## config.mk

```make
export PLATFORM = sky130hd
export DESIGN_NAME = wci_queue
export DESIGN_NICKNAME = d
export VERILOG_FILES = /design/src/rtl/wci_pkg.sv /design/src/rtl/wci_queue.sv
export SDC_FILE = /design/constraint.sdc
export NUM_CORES = 1
export LEC_CHECK = 0
export BUFFER_PORTS_ARGS = -buffer_cell sky130_fd_sc_hd__buf_2
export CAP_MARGIN = 20
export CORE_AREA = 2 2 228 230
export DETAILED_ROUTE_END_ITERATION = 10
export DIE_AREA = 0 0 230 232
export GPL_TIMING_DRIVEN = 0
export PLACE_DENSITY = 0.66
export REMOVE_ABC_BUFFERS = 1
export SLEW_MARGIN = 10
export SYNTH_ARGS = -nofsm -noshare
export SYNTH_HDL_FRONTEND = slang
export SYNTH_SLANG_ARGS = --single-unit
export TNS_END_PERCENT = 1
```

## constraint.sdc

```tcl
create_clock -name clk -period 45.1 [get_ports clk]
set_input_delay 13.53 -clock clk [delete_from_list [all_inputs] [get_ports clk]]
set_output_delay 13.53 -clock clk [all_outputs]
set_load 0.02 [all_outputs]
```

## src/rtl/wci_pkg.sv

```systemverilog
package wci_pkg;

  localparam int STORE_DEPTH = 16;
  localparam int AXES        = 4;
  localparam int NUM_AXES    = 4;
  localparam int IDX_W       = $clog2(STORE_DEPTH);
  localparam int CNT_W       = $clog2(STORE_DEPTH + 1);
  localparam int AX_W        = $clog2(NUM_AXES);
  localparam int QDEPTH      = 2;
  localparam int QPTR_W      = $clog2(QDEPTH);
  localparam int QCNT_W      = $clog2(QDEPTH + 1);

  localparam logic [1:0] FUNC_APPEND = 2'd0;
  localparam logic [1:0] FUNC_CLEAR  = 2'd1;
  localparam logic [1:0] FUNC_QUERY  = 2'd2;

  localparam logic [1:0] OP_APPEND = 2'd0;
  localparam logic [1:0] OP_CLEAR  = 2'd1;
  localparam logic [1:0] OP_QUERY  = 2'd2;
  localparam logic [1:0] OP_NOP    = 2'd3;

  localparam logic [1:0] MODE_ZACC = 2'd0;
  localparam logic [1:0] MODE_HERM = 2'd1;
  localparam logic [1:0] MODE_LIN  = 2'd2;

  localparam logic [1:0] ST_OK    = 2'd0;
  localparam logic [1:0] ST_EMPTY = 2'd1;
  localparam logic [1:0] ST_FULL  = 2'd2;
  localparam logic [1:0] ST_ZDUR  = 2'd3;

  typedef logic [NUM_AXES-1:0][31:0] pos_arr_t;

  typedef struct packed {
    logic [31:0] t;
    logic [1:0]  md;
    pos_arr_t    p;
    pos_arr_t    v;
  } wpt_t;

  typedef struct packed {
    logic [1:0]  op;
    logic [31:0] stamp;
    logic [1:0]  mode;
    pos_arr_t    p;
    pos_arr_t    v;
  } qent_t;

  // axes beyond AXES read as zero
  function automatic pos_arr_t mask_pos(input pos_arr_t p);
    pos_arr_t r;
    for (int i = 0; i < NUM_AXES; i++) begin
      r[i] = (i < AXES) ? p[i] : 32'd0;
    end
    return r;
  endfunction

endpackage

```

## src/rtl/wci_queue.sv

```systemverilog
module wci_queue import wci_pkg::*; (
  input  logic  clk,
  input  logic  rst,
  input  logic  push,
  input  qent_t din,
  output logic  full,
  input  logic  pop,
  output qent_t dout,
  output logic  empty
);

  qent_t             slots [QDEPTH];
  logic [QPTR_W-1:0] wptr;
  logic [QPTR_W-1:0] rptr;
  logic [QCNT_W-1:0] count;

  assign full  = (count == QCNT_W'(QDEPTH));
  assign empty = (count == '0);
  assign dout  = slots[rptr];

  always_ff @(posedge clk) begin
    if (rst) begin
      wptr  <= '0;
      rptr  <= '0;
      count <= '0;
    end else begin
      if (push) begin
        slots[wptr] <= din;
        wptr <= (wptr == QPTR_W'(QDEPTH - 1)) ? '0 : wptr + 1'b1;
      end
      if (pop) begin
        rptr <= (rptr == QPTR_W'(QDEPTH - 1)) ? '0 : rptr + 1'b1;
      end
      if (push && !pop) begin
        count <= count + 1'b1;
      end else if (pop && !push) begin
        count <= count - 1'b1;
      end
    end
  end

endmodule

```

==> Flow_metrics.wiki <==
{| class="wikitable"
! Metric !! Value
|-
| Ports || 590
|-
| Antenna-violating nets left || 0
|-
| Cell Count, Final, Fillers Out || 2331
|-
| Die area || 53400 um2
|-
| Syn_area_per_cell || 23.0 um2
|-
| Flip-flop and latch count after synthesis || 589
|-
| Clock root buffer || clkbuf_16
|-
| Power Total || 1.22 mW
|-
| Largest net degree at the start of global routing || 62
|-
| Number of placed instances, taps included || 2210
|-
| Number of antenna violations at the first check in global routing || 16
|-
| Total clock sinks || 589
|-
| Setup_tns || 0 ns
|-
| Hold buffer count at cts || 0
|-
| Post-detailed-route DRC marker count || 0
|-
| Deepest level of the CTS H-tree || 2
|-
| Type of the setup path with the least slack || register to primary output
|-
| Worst clock skew || 0.0183 ns
|-
| HPWL after DPL || 33.6 mm
|-
| WL per Instance || 20.1 um
|-
| Die H || 232 um
|-
| Max-Cap Viols || 0
|-
| Leakage power || 10.1 nW
|-
| Number of enable flip-flop cells after synthesis || 584
|-
| Area leader, netlist || edfxtp_1
|-
| Placer Congestion || 0.795
|-
| Outcome || complete, no violations
|-
| Asr flop ratio synth || 0%
|-
| Number of CTS-inserted buffers || 59
|-
| CP Max Fanout || 57
|-
| Hold Path Class || register to register
|-
| Post-synth design cell area || 21400 um2
|-
| Number of failing hold endpoints at the final stage || 0
|-
| Psw || 0.282 mW
|-
| Clk pwr share || 37.3%
|-
| Portion of the post-synthesis area used by sequential elements || 82.5%
|-
| Time the worst path needs with I/O delays and setup || 16.15 ns
|-
| Most used flip-flop cell after synthesis || edfxtp_1
|-
| Slew Limit Headroom || 55.0%
|-
| Final setup slack of the worst path || 28.95 ns
|-
| Total length of routed wires || 46.9 mm
|-
| Achievable frequency || 61.9 MHz
|-
| Cell area after placement || 25400 um2
|-
| Kind of end point of the critical path || primary output
|-
| Resize count post-CTS || 0
|-
| Worst voltage drop across the vdd grid || 0.0350 mV
|-
| Combinational group share of total power || 11.0%
|-
| Unrepaired setup endpoints after global routing || false
|-
| Measured slew at the worst slew-check pin || 0.671 ns
|-
| Area growth from synthesis to layout || 27.5%
|-
| Yosys synthesis warning count || 0
|-
| Clock tree from TritonCTS || done
|-
| Layout cell share with drive strength beyond 1 || 61.3%
|-
| Largest cells by area after synthesis || edfxtp_1 (82%), mux2_2 (15%), buf_6 (1.6%)
|-
| Vias per inst || 4.75
|-
| Core Box Area || 50900 um2
|-
| Aggregate global routing overflow || 0
|-
| Final cycle utilization of the critical path || 35.8%
|-
| Synth cell count leaders || edfxtp_1 (584), mux2_2 (292), buf_6 (31)
|-
| DIE WIDTH || 230 um
|-
| Sequential fraction of design power || 51.7%
|-
| Final-report setup violation count || 0
|-
| Pre-CTS WS || 28.89 ns
|-
| Via count of the first global-routing pass || 11600
|-
| Cells after synthesis || 930
|-
| Std cell rows || 83
|-
| Signal arrival time at the worst endpoint || 2.62 ns
|-
| Total power per unit cell area || 44.8 nW/um2
|-
| First-pass GRT wire length || 68.3 mm
|-
| Net total in the final layout || 1888
|-
| Number of filler instances in the final layout || 4116
|-
| Detailed Route Iter0 Violations || 572
|-
| Port bufs || 589
|-
| Clock transition at path regs || 0.06 ns
|-
| Library cell with the highest instance count after synthesis || edfxtp_1
|-
| P_int || 0.939 mW
|-
| Fraction of post-synthesis cell area in the top cell type by area || 82.0%
|-
| Clock latency at the later pin of the worst-skew pair || 0.60 ns
|-
| Effective utilization at floorplan || 42.0%
|-
| Sw frac || 23.1%
|-
| Startpoint type of the worst setup path || register
|-
| Total non-filler cell area in the finished layout || 27300 um2
|-
| Final count of pins violating max slew || 0
|-
| Worst Path Required || 31.57 ns
|-
| Vias post-DR || 11100
|-
| Count of buffers added by post-CTS timing repair for setup || 0
|-
| Drt first pass iters || 4
|-
| Global-route total usage across every layer || 16.9%
|-
| Clock Tree Buf Depth || 3
|-
| Unique cell type count in the Yosys netlist || 16
|}
-- cell type report --
cell class              count  area (um2)  area share, %
clock buffers              74        1580           5.78
clock inverters            36         229          0.840
multi-input cells         308        3400           12.5
repair buffers            632        3530           13.0
inverters                   1        3.75         0.0138
diodes                     11        27.5          0.101
flip-flops and latches    589       17600           64.7
well taps                 680         851           3.12
-- worst max-delay path, stage by stage, from the launching register on --
cell and delay, ns:
dfxtp_4 0.69, buf_16 0.33, buf_16 0.29, mux2_2 0.40, buf_2 0.17
-- stage by stage --
stage	util [%]	hold WS (ns)
after CTS	53.5	0.514
after global routing	53.6	0.535
after global placement	48.8	0.481
after detailed placement	50.0	0.502
final	53.6	0.513
after floorplan	-	0.461
-- layer usage --
metal | wire length [um] | track usage [%] | up-vias | part of all wire (%)
li1 | - | - | 5088 | -
met1 | 17300 | 19.1 | 5469 | 37
met2 | 24100 | 29.3 | 397 | 51
met3 | 4000 | 6.09 | 100 | 8.5
met4 | 1370 | 6.63 | 10 | 2.9
met5 | 62 | 0 | - | 0.13
-- state kept, by name, summed over array words and instances, names as in the netlist, named ones only --
register	cells
slots	584
count	2
rptr	1
wptr	1
-- power by group through the flow --
stage,combinational [mW],clock [mW],sequential [mW]
floorplan,0.0781,0,0.660
global placement,0.138,0,0.672
detailed placement,0.136,0,0.643
CTS,0.136,0.469,0.632
global route,0.143,0.487,0.633
finish,0.134,0.455,0.631
-- final timing paths --
kind,startpoint,to,slack [ns],depth (start not counted)
worst max-delay path,register,dout[103],28.95,4
worst min-delay path,count[1],count[1],0.51,2
worst max register to register,wptr,slots[0][182],42.21,9
worst min register to register,count[1],count[1],0.51,2
-- layout by cell type (no fill, tap or decap), types with 2 or more instances in the layout --
master	count
clkinv_4	3
dfxtp_1	4
xnor2_1	2
edfxtp_1	584
bufinv_16	2
clkinv_2	10
clkbuf_16	61
mux2_2	292
clkbuf_1	13
xor2_1	2
buf_4	19
inv_6	2
buf_16	10
buf_6	13
buf_2	589
diode_2	11
clkinv_1	18
nor2_1	5
-- kinds of logic after synthesis --
| group | synth area share (%) |
|---|---|
| buffers and inverters | 1.67 |
| muxes | 15.4 |
| and+or+nand+nor | 0.222 |
| xor gates and xnor gates | 0.164 |
| DFF | 82.5 |
| adders and majority gates | 0.0585 |
| AOI/OAI and AO/OA | 0.0468 |
No activity file was read; power rests on OpenSTA's default activity.
